`src/hdl/cmc_pkg.sv`:
```
`timescale 1ns / 1ps

package cmc_pkg;

  // Mode codes as they appear on mode_after.
  typedef enum logic [2:0] {
    MODE_MENU   = 3'd0,
    MODE_HIGH   = 3'd1,
    MODE_LOW    = 3'd2,
    MODE_STREAM = 3'd3,
    MODE_FAULT  = 3'd4
  } mode_t;

  // Action codes as they appear on action.
  typedef enum logic [1:0] {
    ACT_MENU   = 2'd0,
    ACT_HEADER = 2'd1,
    ACT_FLASH  = 2'd2,
    ACT_FAULT  = 2'd3
  } action_t;

  localparam logic [7:0]  ENTER_FIRST  = 8'hAA;
  localparam logic [7:0]  ENTER_SECOND = 8'h55;
  localparam logic [7:0]  EXIT_FIRST   = 8'h81;
  localparam logic [7:0]  EXIT_SECOND  = 8'h66;
  localparam int          STRIDE_SHIFT = 13;      // one file spans 0x2000 bytes
  localparam int          FLASH_AW     = 24;
  localparam logic [15:0] COUNT_LIMIT  = 16'hE000;

  typedef struct packed {
    mode_t       mode;
    logic        enter_armed;
    logic        exit_armed;
    logic [15:0] file_number;
    logic [15:0] byte_count;
  } ctl_state_t;

  typedef struct packed {
    action_t             action;
    logic [7:0]          menu_index;
    logic [FLASH_AW-1:0] flash_address;
    mode_t               mode_after;
  } result_t;

endpackage

```
`src/hdl/cmc_step.sv`:
```
`timescale 1ns / 1ps

// Next-state and result logic for one bus strobe.
module cmc_step import cmc_pkg::*; (
  input  ctl_state_t state,
  input  logic [7:0] bus_address,
  output ctl_state_t state_next,
  output result_t    result
);

  logic [15:0]         count_inc;
  logic [FLASH_AW-1:0] file_base;
  logic                leave;

  // The file base is file_number * 0x2000 taken modulo 2^24.
  assign file_base = {state.file_number[FLASH_AW-STRIDE_SHIFT-1:0], {STRIDE_SHIFT{1'b0}}};
  assign count_inc = state.byte_count + 16'd1;

  always_comb begin
    state_next           = state;
    leave                = 1'b0;
    result.action        = ACT_FAULT;
    result.menu_index    = '0;
    result.flash_address = '0;

    case (state.mode)
      MODE_MENU: begin
        result.action     = ACT_MENU;
        result.menu_index = bus_address;
        if (bus_address == ENTER_FIRST) begin
          state_next.enter_armed = 1'b1;
        end else if (bus_address == ENTER_SECOND && state.enter_armed) begin
          state_next.enter_armed = 1'b0;
          state_next.exit_armed  = 1'b0;
          state_next.byte_count  = '0;
          state_next.mode        = MODE_HIGH;
        end else begin
          state_next.enter_armed = 1'b0;
        end
      end
      MODE_HIGH: begin
        result.action                = ACT_HEADER;
        state_next.file_number[15:8] = bus_address;
        state_next.mode              = MODE_LOW;
      end
      MODE_LOW: begin
        result.action               = ACT_HEADER;
        state_next.file_number[7:0] = bus_address;
        state_next.mode             = MODE_STREAM;
      end
      MODE_STREAM: begin
        result.action        = ACT_FLASH;
        result.flash_address = file_base + {{(FLASH_AW-16){1'b0}}, state.byte_count};
        if (bus_address == EXIT_FIRST) begin
          state_next.exit_armed = 1'b1;
        end else if (bus_address == EXIT_SECOND && state.exit_armed) begin
          state_next.exit_armed = 1'b0;
          leave                 = 1'b1;
        end else begin
          state_next.exit_armed = 1'b0;
        end
        state_next.byte_count = count_inc;
        if (leave) begin
          state_next.enter_armed = 1'b0;
          state_next.mode        = MODE_MENU;
        end else if (count_inc == COUNT_LIMIT) begin
          state_next.mode = MODE_FAULT;
        end
      end
      default: begin
        state_next.mode = MODE_FAULT;
      end
    endcase

    result.mode_after = state_next.mode;
  end

endmodule

```
`src/hdl/cartridge_mode_controller.sv`:
```
`timescale 1ns / 1ps

// Cartridge mode controller. Each input transfer carries the decoded low address
// byte of one bus strobe, and each one yields exactly one output transfer that
// tells the rest of the cartridge what to do with that strobe: present a menu
// ROM byte, note a captured header byte, read a flash byte at a 24-bit address,
// or report the sticky fault. The block sits in menu mode after reset; the strobe
// pair 0xAA, 0x55 enters header mode, the next two strobes give the file number
// high byte first, and stream mode then walks the flash from file * 0x2000 until
// the pair 0x81, 0x66 returns to the menu. Reaching 0xE000 bytes in one stream
// without that exit locks the block in fault mode until reset. Throughput is one
// transfer per clock while out_stall is low. An input transfer lands in the
// input register, the mode decision runs between it and the result register,
// and the registered result is then offered at the output. An input transfer is
// taken while a finished result still waits in the result register, as long
// as the input register is free.
module cartridge_mode_controller import cmc_pkg::*; (
  input  logic                clk,
  input  logic                rst,
  input  logic                in_valid,
  output logic                in_stall,
  input  logic [7:0]          bus_address,
  output logic                out_valid,
  input  logic                out_stall,
  output logic [1:0]          action,
  output logic [7:0]          menu_index,
  output logic [FLASH_AW-1:0] flash_address,
  output logic [2:0]          mode_after
);

  logic       in_full;
  logic [7:0] in_addr;
  ctl_state_t state;
  ctl_state_t state_next;
  result_t    step_result;
  result_t    result;
  logic       advance;
  logic       in_take;

  // The result register can load when it is empty or being emptied this cycle.
  assign advance  = !out_valid || !out_stall;
  assign in_stall = in_full && !advance;
  assign in_take  = in_valid && !in_stall;

  cmc_step u_step (
    .state      (state),
    .bus_address(in_addr),
    .state_next (state_next),
    .result     (step_result)
  );

  always_ff @(posedge clk) begin
    if (rst) begin
      in_full     <= 1'b0;
      out_valid   <= 1'b0;
      state.mode  <= MODE_MENU;
      state.enter_armed <= 1'b0;
      state.exit_armed  <= 1'b0;
      state.file_number <= '0;
      state.byte_count  <= '0;
    end else begin
      if (in_take) begin
        in_full <= 1'b1;
      end else if (advance) begin
        in_full <= 1'b0;
      end

      // The mode state moves only when an item passes into the result register.
      if (in_full && advance) begin
        state     <= state_next;
        out_valid <= 1'b1;
      end else if (advance) begin
        out_valid <= 1'b0;
      end
    end
  end

  // Payload registers carry no reset.
  always_ff @(posedge clk) begin
    if (in_take) begin
      in_addr <= bus_address;
    end
    if (in_full && advance) begin
      result <= step_result;
    end
  end

  assign action        = result.action;
  assign menu_index    = result.menu_index;
  assign flash_address = result.flash_address;
  assign mode_after    = result.mode_after;

endmodule

```
`config.mk`:
```
export PLATFORM = sky130hd
export DESIGN_NAME = cartridge_mode_controller
export DESIGN_NICKNAME = d
export VERILOG_FILES = /design/src/hdl/cmc_pkg.sv /design/src/hdl/cmc_step.sv /design/src/hdl/cartridge_mode_controller.sv
export SDC_FILE = /design/constraint.sdc
export NUM_CORES = 1
export LEC_CHECK = 0
export ABC_AREA = 1
export BUFFER_PORTS_ARGS = -buffer_cell sky130_fd_sc_hd__buf_2
export CAP_MARGIN = 30
export CORE_MARGIN = 10
export CORE_UTILIZATION = 40
export CTS_CLUSTER_SIZE = 24
export DETAILED_ROUTE_END_ITERATION = 8
export PLACE_DENSITY = 0.63
export SYNTH_ARGS = -nofsm -noshare
export SYNTH_HDL_FRONTEND = slang
export SYNTH_SLANG_ARGS = --single-unit
```
`constraint.sdc`:
```
create_clock -name clk -period 4.9 [get_ports clk]
set_input_delay 0.98 -clock clk [delete_from_list [all_inputs] [get_ports clk]]
set_output_delay 0.98 -clock clk [all_outputs]
set_load 0.02 [all_outputs]
```
==> results.toml, run 1 <==
[status]
status = "finished, final reports clean"

[timing]
tightest_slew_ps = 835
max_freq_ghz = 0.413
timing.final.crit_share_pct = 49.4
rsz0062_at_grt = "no"
drv_slew = 0
clock_skew_ps = 11.4
setup_violations = 0
finalSetupTns_ps = 0
hold-worst-slack_ps = 473
timing.final.ws_setup_ps = 2480
fin_crit_ps = 2420
timing.slew.headroom_pct = 44.1
hold_violations = 0

[synthesis]
synth_cell_type_count = 32
ys_seq_area_share_pct = 57.2
ys_ff_latch = 79
syn_inst = 407
syn_area_per_cell_um2 = 8.73
synth_warnings = 0
synth_area_um2 = 3550
syn_nets = 424

[final_layout]
syn_to_final_growth_pct = 15.7
postLayoutCoreUtil_pct = 47.4
register_area_um2 = 2030
finalNonFillerCells = 574
fin_nets = 478
n_fill_cell = 864
multi_input_area_um2 = 1280
n_antenna_cell = 0
drive_gt1_share_pct = 17.8

[route]
wl_per_cell_um = 13.2
vias = 2778
detail-route-antenna-nets = 0
drc = 0
routed_wl_um = 7590
via_per_inst = 4.84
drtIter0Drc = 155
drtPass1Iterations = 4

[clocking]
cts_tree = "done"
cts_sinks = 79
clockBufferDepth = 2
postCtsResizedCells = 0
cts_buffers = 9
path_clk_slew_ps = 80
post_cts_buffers = 0
cts_root_buf = "clkbuf_8"
cts_hold_buf = 0
htree_levels = 3
clk-insertion-delay-late_ps = 360

[setup_path]
critPathMaxFanout = 3
crit_chain = "buf_2, nand2_1, nor2_1, buf_2"
path_class = "input pin to output port"
arrival_ps = 1440
startpoint_type = "input pin"
cp_common_cell = "buf_2"
rr_worst_depth = 13
slowest_stage = "buf_2"
cp.required_ps = 3920
cp-end-kind = "output port"
max_stage_delay_ps = 180

[pwr]
p_sw_share_pct = 25.0
p_comb_share_pct = 7.2
clkPwrFrac_pct = 37.2
p_switching_w = 0.000332
ir_drop_uv = 133
p_leak_nw = 1.56
internal-power_w = 0.000994
power_density_nw_per_um2 = 323
seqPwrFrac_pct = 55.6

[global_routing]
antenna_found_initial = 0
grt.total_usage_pct = 12.1
grt_pass1_vias = 2691
grt_max_degree = 40
grt_pass1_wl_um = 12700
grt-ovfl-total = 0

[placed_design]
gp_congestion = 0.824
dp_slack_ps = 2190
port_buffers = 50
post-place-cells = 558
dp_hpwl_um = 5500

[floorplanning]
core_area_um2 = 8680
die_area_um2 = 13000
start_util_pct = 40.9
die_h_um = 114
rows = 34
ios = 51
die_w_um = 114

[hold_path]
min_path_cells = 2
hold_path_class = "flip-flop to flip-flop"

[run]
drv_cap = 0
## stage by stage
stage | power, W | area, um^2
after global routing | 0.00139 | 4110
final | 0.00133 | 4110
after floorplan | 0.000816 | 3550
after global placement | 0.000849 | 3910
after detailed placement | 0.000851 | 3910
after CTS | 0.00134 | 4110
## placed cells by master (no fill, tap or decap), drive strengths merged
cell      instances
clkinvlp          1
dfxtp            34
buf              51
clkinv            3
nor3              8
nand3            19
and3              1
fa                1
nand2            84
o21ai            24
a31oi             1
nand4            10
xor2              1
edfxtp           45
clkbuf            9
bufinv            1
a21oi            39
nor2             67
and2              1
a211oi            1
nand3b            1
a22oi             3
ha                4
inv              57
## flip-flops by register name, summed over array words and instances, names as in the netlist
register and cells:
action 2, flash_address 24, in_addr 8, in_full 1
menu_index 8, mode_after 3, out_valid 1, state 32
## cells in the mapped netlist
| master | n | area (um^2) |
|---|---|---|
| a211oi_1 | 1 | 7.51 |
| buf_1 | 1 | 3.75 |
| nand2_1 | 80 | 300 |
| nor3_4 | 1 | 16.3 |
| o21ai_0 | 23 | 115 |
| a22oi_1 | 3 | 22.5 |
| buf_2 | 2 | 10.0 |
| nor2_2 | 5 | 31.3 |
| xor2_1 | 1 | 8.76 |
| nand3_1 | 18 | 90.1 |
| fa_1 | 1 | 20.0 |
| edfxtp_1 | 45 | 1350 |
| and2_1 | 1 | 6.26 |
| nor2_1 | 60 | 225 |
| buf_4 | 1 | 7.51 |
| a21oi_1 | 39 | 195 |
| nor2_4 | 2 | 22.5 |
| ha_1 | 4 | 50.1 |
| nand3b_1 | 1 | 7.51 |
| nand4_1 | 10 | 62.6 |
| nand3_2 | 1 | 10.0 |
| nor3_1 | 6 | 30.0 |
| nor3_2 | 1 | 10.0 |
| clkinv_1 | 1 | 3.75 |
| inv_1 | 53 | 199 |
| a31oi_1 | 1 | 6.26 |
| and3_1 | 1 | 6.26 |
| inv_2 | 1 | 3.75 |
| dfxtp_1 | 34 | 681 |
| o21ai_2 | 1 | 8.76 |
| nand2_2 | 4 | 25.0 |
| clkbuf_1 | 4 | 15.0 |
## path summary, 6_finish.rpt
check                 start                 to  slack (ps)
setup reg to reg  state[13]  flash_address[23]        2520
hold / removal    state[33]          state[33]         470
hold reg to reg   state[33]          state[33]         470
setup / recovery  out_stall           in_stall        2480
## layout make-up
cell class / count / share of cell area, %
Clock buffer: 9 / 3.01
Sequential cell: 79 / 49.4
Inverter: 55 / 5.02
Clock inverter: 7 / 1.89
Timing Repair Buffer: 51 / 6.27
Multi-Input combinational cell: 265 / 31.1
Tap cell: 108 / 3.29
## worst max-delay path: cells and delay by family
kind | cells | cell delay [ps]
buffers and inverters | 2 | 260
and+or+nand+nor | 2 | 200
## logic make-up (layout without fill, tap and decap cells)
kind of cell	after synthesis	after routing	share of synthesized area [%]
buf+inv	63	122	6.83
flops	79	79	57.2
xor+xnor	1	1	0.247
compound gates	68	68	10.0
fa+ha+maj	5	5	1.97
simple gates	191	191	23.7
## power by group through the flow
stage / combinational [W] / sequential, W / clock (W)
6_report: 0.0000956 / 0.000737 / 0.000493
5_1_grt: 0.000108 / 0.000741 / 0.000539
4_1_cts: 0.0000981 / 0.000738 / 0.000509
3_5_place_dp: 0.0000980 / 0.000753 / 0
3_3_place_gp: 0.0000967 / 0.000752 / 0
2_1_floorplan: 0.0000425 / 0.000773 / 0
## layer usage
layer	vias up	track usage (%)	routed length, um
li1	1458	-	-
met1	1261	15.0	3610
met2	55	19.1	3640
met3	4	2.94	268
met4	0	6.02	74
met5	-	0	0
Power figures use the tool's default switching activity.
==> run 2: changes to the inputs <==
Clock period 4.9 ns to 2.4 ns, I/O delays scaled along.
==> results.toml, run 2 (same netlist as run 1, synthesis figures left out) <==
[timing]
timing.final.crit_share_pct = 92.4
max_freq_ghz = 0.451
setup_violations = 0
hold_violations = 0
drv_slew = 0
hold-worst-slack_ps = 296
clock_skew_ps = 7.71
tightest_slew_ps = 400
timing.slew.headroom_pct = 73.3
fin_crit_ps = 2220
finalSetupTns_ps = 0

[final_layout]
drive_gt1_share_pct = 19.3
final_common_cell = "nand2_1"
largest_reg_flops = 32
register_area_um2 = 2030
fin_nets = 483
multi_input_area_um2 = 1280
n_fill_cell = 865
top_register = "state"
n_antenna_cell = 0
layout_common_cells = "nand2_1 (80), nor2_1 (59), inv_1 (53)"
fin_area_um2 = 4210
syn_to_final_growth_pct = 18.5

[global_routing]
grt-ovfl-total = 0
grt_max_degree = 37
antenna_found_initial = 0
grt.total_usage_pct = 12.1
grt_pass1_wl_um = 12700
grt_pass1_vias = 2714

[floorplanning]
die_h_um = 114
ios = 51
core_area_um2 = 8680
die_w_um = 114
die_area_um2 = 13000
rows = 34
start_util_pct = 40.9

[route]
via_per_inst = 4.83
vias = 2796
wl_per_cell_um = 13.1
drc = 0
detail-route-antenna-nets = 0
drtPass1Iterations = 4
drtIter0Drc = 143
routed_wl_um = 7600

[setup_path]
arrival_ps = 2330
cp-end-kind = "flip-flop"
regToRegEndpoint = "flash_address[23]"
rr_worst_depth = 13
cp.required_ps = 2510
startpoint_type = "flip-flop"
path_class = "flip-flop to flip-flop"
r2r_setup_slack_ps = 180
r2r_start = "state[13]"
critPathMaxFanout = 5

[status]
status = "finished, final reports clean"

[clocking]
path_clk_slew_ps = 80
cts_buffers = 9
cts_root_buf = "clkbuf_8"
clk-insertion-delay-late_ps = 350
htree_levels = 3
cts_tree = "done"
clockBufferDepth = 2
post_cts_buffers = 0
cts_hold_buf = 0
postCtsResizedCells = 0
cts_sinks = 79

[pwr]
seqPwrFrac_pct = 52.0
p_sw_share_pct = 22.7
p_comb_share_pct = 7.0
ir_drop_uv = 290
p_switching_w = 0.000656
p_leak_nw = 1.61
internal-power_w = 0.00224
clkPwrFrac_pct = 41.0
power_density_nw_per_um2 = 687

[hold_path]
hold_path_class = "input pin to flip-flop"
min_path_cells = 1
hp-start = "bus_address[7]"
min_to = "in_addr[7]"

[placed_design]
dp_hpwl_um = 5510
placed_area_um2 = 3960
port_buffers = 50
gp_congestion = 0.825

[run]
drv_cap = 0
## run 2: cell count changes in the layout (fill, tap and decap cells not counted), sizes merged
cell,delta
buf,+5
inv,-2
bufinv,+2
## run 2: layout make-up
type,count,area share (%)
Inverter,55,4.90
Clock buffer,9,2.94
Clock inverter,7,2.85
Tap cell,108,3.21
Timing Repair Buffer,56,7.31
Multi-Input combinational cell,265,30.5
Sequential cell,79,48.3
## run 2: worst max-delay path by stage
stage / startpoint / depth (start not counted) / to / slack (ps)
final: state[13] / 13 / flash_address[23] / 180
after global routing: state[13] / 13 / flash_address[23] / -60
after global placement: state[13] / 13 / flash_address[23] / 150
after CTS: state[13] / 13 / flash_address[23] / 90
after detailed placement: state[13] / 13 / flash_address[23] / 130
after floorplan: state[13] / 13 / flash_address[23] / 290
## run 2: worst max-delay path, cell delays in order (launching register included)
cell     delay, ps
dfxtp_2        370
ha_1           170
inv_1           60
fa_1           350
inv_1           90
nand2_1         60
a21oi_2        170
nand2_1        100
nor2_2         140
nand3_1        140
nor2_1         110
nand2_1         70
o21ai_1        110
a21oi_1         50
## run 2: power by group through the flow
stage,registers (W),logic (W),clock network (W)
2_1_floorplan,0.00158,0.0000868,0
3_3_place_gp,0.00153,0.000206,0
3_5_place_dp,0.00154,0.000208,0
4_1_cts,0.00151,0.000209,0.00122
5_1_grt,0.00151,0.000228,0.00128
6_report,0.00150,0.000204,0.00118
## run 2: per-stage QoR
stage	std cells	worst slack [ps]	utilization (%)	power, W
final	579	183	48.5	0.00289
after global routing	579	-56.5	48.5	0.00302
after CTS	579	92.1	48.4	0.00293
after detailed placement	563	133	45.6	0.00174
after global placement	563	150	45.6	0.00174
after floorplan	407	285	-	0.00167
## run 2: metal layers
metal	vias up	share of wire, %	global-route usage (%)
met4	0	1.5	4.93
met3	9	5.0	3.77
met2	67	46	19.4
met5	-	0	0
li1	1465	-	-
met1	1255	47	14.9
==> run 3: changes to the inputs <==
Settings changed: CORE_MARGIN 10 to 8.
==> results.toml, run 3 (same netlist as run 1, synthesis figures left out) <==
[route]
wl_met1_um = 3380
highest_layer = "met4"
routed_wl_um = 7560
detail-route-antenna-nets = 0
vias = 2833
wl_per_cell_um = 13.1
via_per_inst = 4.89
drc = 0
drtIter0Drc = 139
met3_length_um = 407
wl_met2_um = 3590
drtPass1Iterations = 4

[clocking]
cts_buffers = 9
cts_hold_buf = 0
cts_sinks = 79
clockBufferDepth = 2
clk-insertion-delay-late_ps = 350
path_clk_slew_ps = 80
htree_levels = 3
cts_tree = "done"
cts_root_buf = "clkbuf_8"

[setup_path]
cp_common_cell = "nand2_1"
critPathMaxFanout = 5
cp-end-kind = "flip-flop"
slowest_stage = "dfxtp_2"
cp.required_ps = 2510
arrival_ps = 2350
path_class = "flip-flop to flip-flop"
crit_chain = "ha_1, inv_1, fa_1, inv_1, nand2_1, a21oi_2, nand2_1, nor2_2, nand3_1, nor2_1, nand2_1, o21ai_0, a21oi_1"
startpoint_type = "flip-flop"
cpLargestDelayFamily = "simple AND/OR/NAND/NOR gates"
max_stage_delay_ps = 360
critPathBufInv = 2

[placed_design]
port_buffers = 50
gp_congestion = 0.825
post-place-cells = 563
placed_area_um2 = 3960
dp_slack_ps = 89.6
dp_hpwl_um = 5420

[global_routing]
grt.total_usage_pct = 13.5
grt-ovfl-total = 0
grt_max_degree = 38
grt_pass1_vias = 2752
antenna_found_initial = 0
grt_pass1_wl_um = 12700

[final_layout]
n_antenna_cell = 0
layout_common_cells = "nand2_1 (80), nor2_1 (59), inv_1 (53)"
n_fill_cell = 869
final_common_cell = "nand2_1"
drive_gt1_share_pct = 19.3
fin_nets = 483
fin_area_um2 = 4210
syn_to_final_growth_pct = 18.6
finalNonFillerCells = 579
largest_reg_flops = 32
top_register = "state"

[timing]
setup_violations = 0
hold_violations = 0
max_freq_ghz = 0.445
timing.final.crit_share_pct = 93.6
clock_skew_ps = 7.07
timing.final.ws_setup_ps = 153
timing.slew.headroom_pct = 74.3
hold-worst-slack_ps = 299
fin_crit_ps = 2250
drv_slew = 0
tightest_slew_ps = 383

[floorplanning]
die_h_um = 110
rows = 34
die_area_um2 = 12200
ios = 51
start_util_pct = 40.9
core_area_um2 = 8680
die_w_um = 110

[pwr]
power_density_nw_per_um2 = 686
ir_drop_uv = 257
p_total_w = 0.00289
p_leak_nw = 1.61

[hold_path]
hold_path_class = "input pin to flip-flop"

[run]
drv_cap = 0

[status]
status = "finished, final reports clean"
run 3: worst paths after layout:
kind | to | slack [ps] | cells past startpoint | from
setup reg to reg | flash_address[23] | 150 | 13 | state[13]
setup / recovery | flash_address[23] | 150 | 13 | state[13]
hold / removal | in_addr[7] | 300 | 1 | bus_address[7]
hold reg to reg | state[33] | 470 | 2 | state[33]
run 3: worst reg2reg max path, stage by stage, from the launching register on:
cell and delay [ps]:
dfxtp_2 360, ha_1 170, inv_1 60, fa_1 350, inv_1 90, nand2_1 70, a21oi_2 190, nand2_1 80
nor2_2 120, nand3_1 130, nor2_1 110, nand2_1 70, o21ai_0 150, a21oi_1 50
run 3: where the power goes:
group	switching, W	internal [W]
logic	0.000144	0.0000593
registers	0.0000200	0.00148
clock network	0.000489	0.000694
run 3: area by class of cell:
class | count | area (um^2) | area share, %
sequential | 79 | 2030 | 48.3
multi-input combinational | 265 | 1280 | 30.5
timing repair buffer | 56 | 308 | 7.31
inverter | 55 | 206 | 4.90
tap | 108 | 135 | 3.21
clock buffer | 9 | 124 | 2.94
clock inverter | 7 | 121 | 2.88
run 3: stage by stage:
step	TNS (ps)	utilization [%]
floorplan	0	-
global placement	0	45.6
detailed placement	0	45.6
CTS	0	48.4
global route	-24.4	48.5
finish	0	48.5
run 3: repair_timing:
item	4_1_cts	5_1_grt
setup buffers	0	0
setup endpoints to repair	0	2
endpoints found under the hold margin	0	0
gates resized for setup	0	3
run 3: metal layers:
layer | global-route usage [%] | vias up
met4 | 7.04 | 0
met2 | 21.7 | 74
met1 | 16.9 | 1288
met5 | 0 | -
met3 | 2.62 | 11
li1 | - | 1460
